File: src/sv/ctlm_pkg.sv
// Package: shared codes and controller/datapath interface types for the task list manager
`timescale 1ns / 1ps
package ctlm_pkg;

   // Operation codes carried by req_op
   localparam logic OP_APPEND = 1'b0;
   localparam logic OP_REMOVE = 1'b1;

   // Status codes returned on rsp_status
   localparam logic [1:0] ST_OK     = 2'd0;
   localparam logic [1:0] ST_LINKED = 2'd1;
   localparam logic [1:0] ST_EMPTY  = 2'd2;
   localparam logic [1:0] ST_ABSENT = 2'd3;

   // Fixed field widths of the request and response words
   localparam int TASK_W   = 4;
   localparam int STATUS_W = 2;
   localparam int SIZE_W   = 5;

   // Controller to datapath commands
   typedef struct packed {
      logic capture;     // latch request word, start link reads
      logic commit;      // decide status, update list state, first link writes
      logic link_second; // second pair of link writes for a tail append
      logic rsp_load;    // move result into the response register
   } ctlm_cmd_type;

   // Datapath to controller status
   typedef struct packed {
      logic need_second; // the committing op is an accepted (ST_OK) append onto a non-empty list
      logic rsp_busy;    // response register holds a word not yet taken
   } ctlm_stat_type;

endpackage

File: src/sv/ctlm_ctrl.sv
// Controller: sequences capture, commit, link writes and response load
`timescale 1ns / 1ps
module ctlm_ctrl (
   input  logic                  clock,
   input  logic                  reset,
   input  logic                  req_valid,
   output logic                  req_stall,
   input  logic                  rsp_stall,
   input  ctlm_pkg::ctlm_stat_type stat,
   output ctlm_pkg::ctlm_cmd_type  cmd
);
   import ctlm_pkg::*;

   localparam logic [1:0] S_IDLE = 2'd0;
   localparam logic [1:0] S_EVAL = 2'd1;
   localparam logic [1:0] S_LINK = 2'd2;
   localparam logic [1:0] S_DONE = 2'd3;

   logic [1:0] state_ff;
   logic [1:0] state_in;

   // Only the idle state takes a new word
   assign req_stall = (state_ff != S_IDLE);

   // Next state and command decode
   always_comb begin
      state_in = state_ff;
      cmd      = '0;
      case (state_ff)
         S_IDLE: begin
            if (req_valid) begin
               cmd.capture = 1'b1;
               state_in    = S_EVAL;
            end
         end
         S_EVAL: begin
            cmd.commit = 1'b1;
            state_in   = stat.need_second ? S_LINK : S_DONE;
         end
         S_LINK: begin
            cmd.link_second = 1'b1;
            state_in        = S_DONE;
         end
         S_DONE: begin
            // response register free, or its word leaves this edge
            if (!(stat.rsp_busy && rsp_stall)) begin
               cmd.rsp_load = 1'b1;
               state_in     = S_IDLE;
            end
         end
         default: begin
            state_in = S_IDLE;
         end
      endcase
   end

   always_ff @(posedge clock) begin
      if (reset) begin
         state_ff <= S_IDLE;
      end else begin
         state_ff <= state_in;
      end
   end

endmodule

File: src/sv/ctlm_datapath.sv
// Datapath: link memories, membership bits, head, count and response register
`timescale 1ns / 1ps
module ctlm_datapath #(
   parameter int MAX_TASKS = 16
) (
   input  logic                               clock,
   input  logic                               reset,
   input  logic                               req_op,
   input  logic [ctlm_pkg::TASK_W-1:0]        req_task_index,
   input  logic                               rsp_stall,
   output logic                               rsp_valid,
   output logic [ctlm_pkg::STATUS_W-1:0]      rsp_status,
   output logic [ctlm_pkg::TASK_W-1:0]        rsp_head_index,
   output logic [ctlm_pkg::SIZE_W-1:0]        rsp_size,
   input  ctlm_pkg::ctlm_cmd_type             cmd,
   output ctlm_pkg::ctlm_stat_type            stat
);
   import ctlm_pkg::*;

   // Only slots a task_index can reach are kept
   localparam int SLOTS = (MAX_TASKS < (1 << TASK_W)) ? MAX_TASKS : (1 << TASK_W);
   localparam int SW    = $clog2(SLOTS);
   localparam int CW    = $clog2(SLOTS + 1);

   // Link memories, one write and one registered read each per cycle
   logic [SW-1:0] next_mem [SLOTS];
   logic [SW-1:0] prev_mem [SLOTS];
   logic [SW-1:0] next_rd_ff;
   logic [SW-1:0] prev_rd_ff;
   logic [SW-1:0] next_ra;
   logic [SW-1:0] prev_ra;
   logic          next_we;
   logic [SW-1:0] next_wa;
   logic [SW-1:0] next_wd;
   logic          prev_we;
   logic [SW-1:0] prev_wa;
   logic [SW-1:0] prev_wd;

   // List state
   logic [SLOTS-1:0] linked_ff;
   logic [SLOTS-1:0] linked_in;
   logic [SW-1:0]    head_ff;
   logic [SW-1:0]    head_in;
   logic [CW-1:0]    count_ff;
   logic [CW-1:0]    count_in;

   // Captured request word
   logic              op_ff;
   logic [TASK_W-1:0] task_ff;

   // Result held between commit and response load
   logic [STATUS_W-1:0] status_ff;
   logic [STATUS_W-1:0] status_in;

   // Response register
   logic                rsp_valid_ff;
   logic                rsp_valid_in;
   logic [STATUS_W-1:0] rsp_status_ff;
   logic [TASK_W-1:0]   rsp_head_ff;
   logic [SIZE_W-1:0]   rsp_size_ff;

   // Decode of the captured word
   logic          in_range;
   logic [SW-1:0] slot;
   logic          flag_hit;
   logic          count_zero;
   logic          count_one;
   logic          op_ok;

   assign slot       = task_ff[SW-1:0];
   assign in_range   = (32'(task_ff) < 32'(MAX_TASKS));
   assign flag_hit   = in_range && linked_ff[slot];
   assign count_zero = (count_ff == '0);
   assign count_one  = (count_ff == CW'(1));

   always_comb begin
      if (op_ff == OP_APPEND) begin
         if (!in_range) begin
            status_in = ST_ABSENT;
         end else if (flag_hit) begin
            status_in = ST_LINKED;
         end else begin
            status_in = ST_OK;
         end
      end else begin
         if (count_zero) begin
            status_in = ST_EMPTY;
         end else if (!flag_hit) begin
            status_in = ST_ABSENT;
         end else begin
            status_in = ST_OK;
         end
      end
   end

   assign op_ok = (status_in == ST_OK);

   assign stat.need_second = op_ok && (op_ff == OP_APPEND) && !count_zero;
   assign stat.rsp_busy    = rsp_valid_ff;

   // Read addresses: remove reads both links of the slot, append reads the tail via head
   assign next_ra = req_task_index[SW-1:0];
   assign prev_ra = (req_op == OP_REMOVE) ? req_task_index[SW-1:0] : head_ff;

   // State update and link write selection
   always_comb begin
      linked_in = linked_ff;
      head_in   = head_ff;
      count_in  = count_ff;
      next_we   = 1'b0;
      next_wa   = slot;
      next_wd   = slot;
      prev_we   = 1'b0;
      prev_wa   = slot;
      prev_wd   = slot;
      if (cmd.commit && op_ok) begin
         if (op_ff == OP_APPEND) begin
            linked_in[slot] = 1'b1;
            count_in        = count_ff + CW'(1);
            next_we         = 1'b1;
            prev_we         = 1'b1;
            if (count_zero) begin
               // lone slot points at itself
               head_in = slot;
            end else begin
               // tail.next = t, t.prev = tail
               next_wa = prev_rd_ff;
               prev_wd = prev_rd_ff;
            end
         end else begin
            linked_in[slot] = 1'b0;
            count_in        = count_ff - CW'(1);
            if (count_one) begin
               head_in = '0;
            end else begin
               if (head_ff == slot) begin
                  head_in = next_rd_ff;
               end
               // pv.next = nx, nx.prev = pv
               next_we = 1'b1;
               next_wa = prev_rd_ff;
               next_wd = next_rd_ff;
               prev_we = 1'b1;
               prev_wa = next_rd_ff;
               prev_wd = prev_rd_ff;
            end
         end
      end else if (cmd.link_second) begin
         // t.next = head, head.prev = t
         next_we = 1'b1;
         next_wd = head_ff;
         prev_we = 1'b1;
         prev_wa = head_ff;
      end
   end

   // Link memories
   always_ff @(posedge clock) begin
      if (next_we) begin
         next_mem[next_wa] <= next_wd;
      end
      if (prev_we) begin
         prev_mem[prev_wa] <= prev_wd;
      end
      if (cmd.capture) begin
         next_rd_ff <= next_mem[next_ra];
         prev_rd_ff <= prev_mem[prev_ra];
      end
   end

   // Response register handshake
   always_comb begin
      rsp_valid_in = rsp_valid_ff;
      if (cmd.rsp_load) begin
         rsp_valid_in = 1'b1;
      end else if (rsp_valid_ff && !rsp_stall) begin
         rsp_valid_in = 1'b0;
      end
   end

   // Control state
   always_ff @(posedge clock) begin
      if (reset) begin
         linked_ff    <= '0;
         head_ff      <= '0;
         count_ff     <= '0;
         rsp_valid_ff <= 1'b0;
      end else begin
         linked_ff    <= linked_in;
         head_ff      <= head_in;
         count_ff     <= count_in;
         rsp_valid_ff <= rsp_valid_in;
      end
   end

   // Payload registers
   always_ff @(posedge clock) begin
      if (cmd.capture) begin
         op_ff   <= req_op;
         task_ff <= req_task_index;
      end
      if (cmd.commit) begin
         status_ff <= status_in;
      end
      if (cmd.rsp_load) begin
         rsp_status_ff <= status_ff;
         rsp_head_ff   <= TASK_W'(head_ff);
         rsp_size_ff   <= SIZE_W'(count_ff);
      end
   end

   assign rsp_valid      = rsp_valid_ff;
   assign rsp_status     = rsp_status_ff;
   assign rsp_head_index = rsp_head_ff;
   assign rsp_size       = rsp_size_ff;

endmodule

File: src/sv/circular_task_list_manager_core.sv
// Sequence per request: capture on accept, commit, a second link write step for an append onto a
//   non-empty list (the single write port on each link memory forces it), then response load.
//   A new request is not taken until the previous one has been loaded into the response register.
// A finished word waits in the response register while the next request is taken.
// Reset (synchronous, active high) empties the list: membership bits, head and count clear;
//   link memories are not cleared and their contents are only used for linked slots.
`timescale 1ns / 1ps
module circular_task_list_manager_core #(
   parameter int MAX_TASKS = 16
) (
   input  logic                          clock,
   input  logic                          reset,
   input  logic                          req_valid,
   output logic                          req_stall,
   input  logic                          req_op,
   input  logic [ctlm_pkg::TASK_W-1:0]   req_task_index,
   output logic                          rsp_valid,
   input  logic                          rsp_stall,
   output logic [ctlm_pkg::STATUS_W-1:0] rsp_status,
   output logic [ctlm_pkg::TASK_W-1:0]   rsp_head_index,
   output logic [ctlm_pkg::SIZE_W-1:0]   rsp_size
);
   import ctlm_pkg::*;

   ctlm_cmd_type  cmd;
   ctlm_stat_type stat;

   // Sequencer
   ctlm_ctrl u_ctrl (
      .clock     (clock),
      .reset     (reset),
      .req_valid (req_valid),
      .req_stall (req_stall),
      .rsp_stall (rsp_stall),
      .stat      (stat),
      .cmd       (cmd)
   );

   // List storage and response
   ctlm_datapath #(
      .MAX_TASKS (MAX_TASKS)
   ) u_datapath (
      .clock          (clock),
      .reset          (reset),
      .req_op         (req_op),
      .req_task_index (req_task_index),
      .rsp_stall      (rsp_stall),
      .rsp_valid      (rsp_valid),
      .rsp_status     (rsp_status),
      .rsp_head_index (rsp_head_index),
      .rsp_size       (rsp_size),
      .cmd            (cmd),
      .stat           (stat)
   );

endmodule

File: config.mk
export PLATFORM = sky130hd
export DESIGN_NAME = circular_task_list_manager_core
export DESIGN_NICKNAME = d
export VERILOG_FILES = /design/src/sv/ctlm_pkg.sv /design/src/sv/ctlm_ctrl.sv /design/src/sv/ctlm_datapath.sv /design/src/sv/circular_task_list_manager_core.sv
export SDC_FILE = /design/constraint.sdc
export NUM_CORES = 1
export LEC_CHECK = 0
export BUFFER_PORTS_ARGS = -buffer_cell sky130_fd_sc_hd__buf_2
export CAP_MARGIN = 25
export CORE_ASPECT_RATIO = 0.8
export CORE_MARGIN = 2
export CORE_UTILIZATION = 31
export CTS_BUF_LIST = sky130_fd_sc_hd__clkbuf_4
export DETAILED_ROUTE_END_ITERATION = 10
export HOLD_SLACK_MARGIN = 0.1
export MAX_ROUTING_LAYER = met4
export PLACE_DENSITY_LB_ADDON = 0.12
export RECOVER_POWER = 25
export SYNTH_ARGS = -nofsm -noshare
export SYNTH_HDL_FRONTEND = slang
export SYNTH_SLANG_ARGS = --single-unit
File: constraint.sdc
create_clock -name clock -period 3.75 [get_ports clock]
set_clock_uncertainty 0.05 [all_clocks]
set_input_delay 0.75 -clock clock [delete_from_list [all_inputs] [get_ports clock]]
set_output_delay 0.75 -clock clock [all_outputs]
set_load 0.05 [all_outputs]
==> flow_summary.yaml <==
yosys:
  ys_types: 59
  ys_seq_area_share_pct: 63.90
  synth-edff-count: 154
  yosysWarnings: 0
  synth-seq-cells: 182
  syn_inst: 526
  async_reset_ff_share_pct: 0
  synth_nets: 544
  netlist_area_um2: 8114
  synth_top_flop_cell: "edfxtp_1"
  synth_area_per_cell_um2: 15.43
cells_and_area:
  mostFrequentLayoutCell: "edfxtp_1"
  mostFrequentLayoutCells: "edfxtp_1 (154), buf_4 (76), mux4_2 (37)"
  fillers: 2462
  fin_nets: 632
  finalNonFillerCells: 980
  drive_gt1_share_pct: 28.07
  utilization_pct: 36.98
  final_area_um2: 9430
  areaGrowthSynthToFinish_pct: 16.22
worst_setup_path:
  critPathKind: "flip-flop to flip-flop"
  worst-r2r-setup-slack_ns: 0.15
  r2r_start: "u_datapath.slot[1]"
  crit_required_ns: 4.03
  cp-end-kind: "flip-flop"
  critPathLaunch: "u_datapath.slot[1]"
  crit_top_cell: "buf_4"
  slowest_stage: "mux4_2"
  timing.rr.end: "u_datapath.next_mem[7][2]"
  cp-start-kind: "flip-flop"
  crit_path_max_fanout: 10
  cp_data_arrival_time_ns: 3.88
  path_cells: "buf_4 -> mux2i_1 -> mux4_2 -> nand2b_4 -> a211oi_4 -> clkbuf_1 -> o221ai_2 -> mux2i_4 -> buf_4 -> nor4_2 -> buf_4"
  worst_r2r_path_depth: 11
  worstSetupEndpoint: "u_datapath.next_mem[7][2]"
  critical-path-max-stage-delay_ns: 0.56
detailed_routing:
  drtAntennaViolNets: 0
  drt_iter0_drc: 310
  wl_per_cell_um: 20.72
  drc: 0
  vias: 5032
  wirelength_um: 20310
  viasPerCell: 5.135
  first_pass_iters: 7
global_routing:
  antenna_found_initial: 2
  gr-usage-met3_pct: 3.526
  grtUsageMet1_pct: 22.70
  grt_max_degree: 29
  top_usage_layer: "met2"
  overflow: 0
  grtUsageTotal_pct: 15.96
  grt_pass1_vias: 5163
  grtUsageMet2_pct: 23.05
  grt_pass1_wl_um: 31350
timing:
  setup_violations: 0
  relSlewSlack_pct: -2.541
  tightest_slew_ns: 1.538
  hold_violations: 0
  finalCritPeriodShare_pct: 95.92
  min_period_ns: 3.597
  maxSlewViolCount: 17
  fmax_mhz: 278.0
  rsz0062_at_grt: "false"
  whs_ns: 0.3581
run_status:
  violations: "capacitance limit, slew limit"
  status: "finished, violations left"
clock_tree:
  cts_tree: "yes"
  cts-root-buf: "clkbuf_4"
  cts_inserted_buffers: 17
  cts_buffer_depth: 2
  htree_levels: 4
  clk_latency_ns: 0.60
  cts.sinks: 182
  cts.clk_slew.worst_paths_ns: 0.16
placement:
  placedCellCount: 935
  place_congestion: 0.8174
  place_area_um2: 9049
  dp_hpwl_um: 14300
  io_buffers: 21
floorplanning:
  io_pins: 22
  dieArea_um2: 27490
  row_count: 52
  initial_core_util_pct: 31.81
  core_area_um2: 25500
  fp.dieH_um: 148.7
  die_w_um: 184.9
power_and_ir_drop:
  power_mw: 6.209
  power_density_nw_per_um2: 658.4
  vdd_drop_max_mv: 0.2518
  p_leak_nw: 3.069
worst_hold_path:
  hp-class: "input pin to flip-flop"
run:
  maxCapViolations: 1
worst max-delay path: cells and delay by family, from the launching register on:
kind / cells / cell delay (ns)
AO/OA/AOI/OAI: 2 / 0.57
flip-flops: 1 / 0.42
buffers and inverters: 4 / 0.76
multiplexers: 3 / 0.95
AND/OR/NAND/NOR: 2 / 0.57
where the power goes:
| group | internal, mW | switching [mW] | total [mW] |
|---|---|---|---|
| Clock | 0.426 | 0.761 | 1.19 |
| Sequential | 2.69 | 0.149 | 2.84 |
| Combinational | 0.740 | 1.44 | 2.18 |
| Total | 3.86 | 2.35 | 6.21 |
sequential cells by signal, summed over array words and instances (netlist names), 2 cells and up, named ones only:
| register | cells |
|---|---|
| u_ctrl.state_ff | 2 |
| u_datapath.count_ff | 5 |
| u_datapath.head_ff | 4 |
| u_datapath.next_mem | 64 |
| u_datapath.next_rd_ff | 4 |
| u_datapath.prev_mem | 64 |
| u_datapath.prev_rd_ff | 4 |
| u_datapath.rsp_head_index | 4 |
| u_datapath.rsp_size | 5 |
| u_datapath.rsp_status | 2 |
| u_datapath.slot | 4 |
| u_datapath.status_ff | 2 |
Yosys cell counts (all sizes together), types with 12 or more instances:
library cell | instances | area (um^2)
a211oi | 24 | 192.7
a21oi | 31 | 155.2
buf | 12 | 72.56
clkbuf | 23 | 86.33
dfxtp | 28 | 560.5
edfxtp | 154 | 4624
inv | 17 | 63.81
mux2i | 25 | 275.3
mux4 | 37 | 833.3
nand2 | 13 | 48.80
nor2 | 16 | 60.06
nor4 | 25 | 187.7
kinds of logic (layout without fill, tap and decap cells):
group / Yosys count / count (layout) / share of synthesized area (%)
adders and majority gates: 9 / 9 / 1.388
AOI/OAI and AO/OA: 102 / 102 / 8.944
DFF: 182 / 182 / 63.90
other: 0 / 2 / 0
muxes: 62 / 62 / 13.66
buffers and inverters: 54 / 155 / 2.837
xor gates and xnor gates: 9 / 9 / 0.9715
and+or+nand+nor: 108 / 108 / 8.296
how the worst min path moves through the flow:
stage	startpoint	to	cells past startpoint
6_report	rsp_stall	u_datapath.rsp_valid	3
5_1_grt	rsp_stall	u_datapath.rsp_valid	3
4_1_cts	rsp_stall	u_datapath.rsp_valid	3
3_5_place_dp	u_datapath.status_ff[1]	u_datapath.rsp_status[1]	0
3_3_place_gp	u_datapath.status_ff[1]	u_datapath.rsp_status[1]	0
2_1_floorplan	u_datapath.status_ff[0]	u_datapath.rsp_status[0]	0
per-stage QoR:
| stage | TNS [ns] | setup slack (ns) |
|---|---|---|
| after global placement | 0 | 0.007939 |
| after global routing | 0 | 0.008588 |
| after floorplan | -0.2362 | -0.01969 |
| after CTS | 0 | 0.00002398 |
| final | 0 | 0.1530 |
| after detailed placement | -0.3938 | -0.07824 |
routing by layer:
layer	vias up	wire length [um]
li1	2311	-
met1	2575	10160
met2	128	9046
met3	18	900
met4	0	204
met5	-	0
repair_timing:
item                       CTS  global route
hold buffers                 0             0
setup buffers                0            11
gates cloned                 0             0
gates resized for setup      2             4
setup endpoints to repair   37           104
pin swaps                    0             0
area by class of cell:
cell class / instances / area [um^2] / share of cell area (%)
sequential: 182 / 5185 / 54.98
timing repair buffer: 104 / 681.9 / 7.231
inverter: 19 / 78.83 / 0.8359
clock buffer: 17 / 127.6 / 1.353
tap: 351 / 439.2 / 4.657
multi-input combinational: 290 / 2725 / 28.90
antenna: 2 / 5.005 / 0.05307
clock inverter: 15 / 187.7 / 1.990
Note: power is estimated with default switching activity, not from simulation.
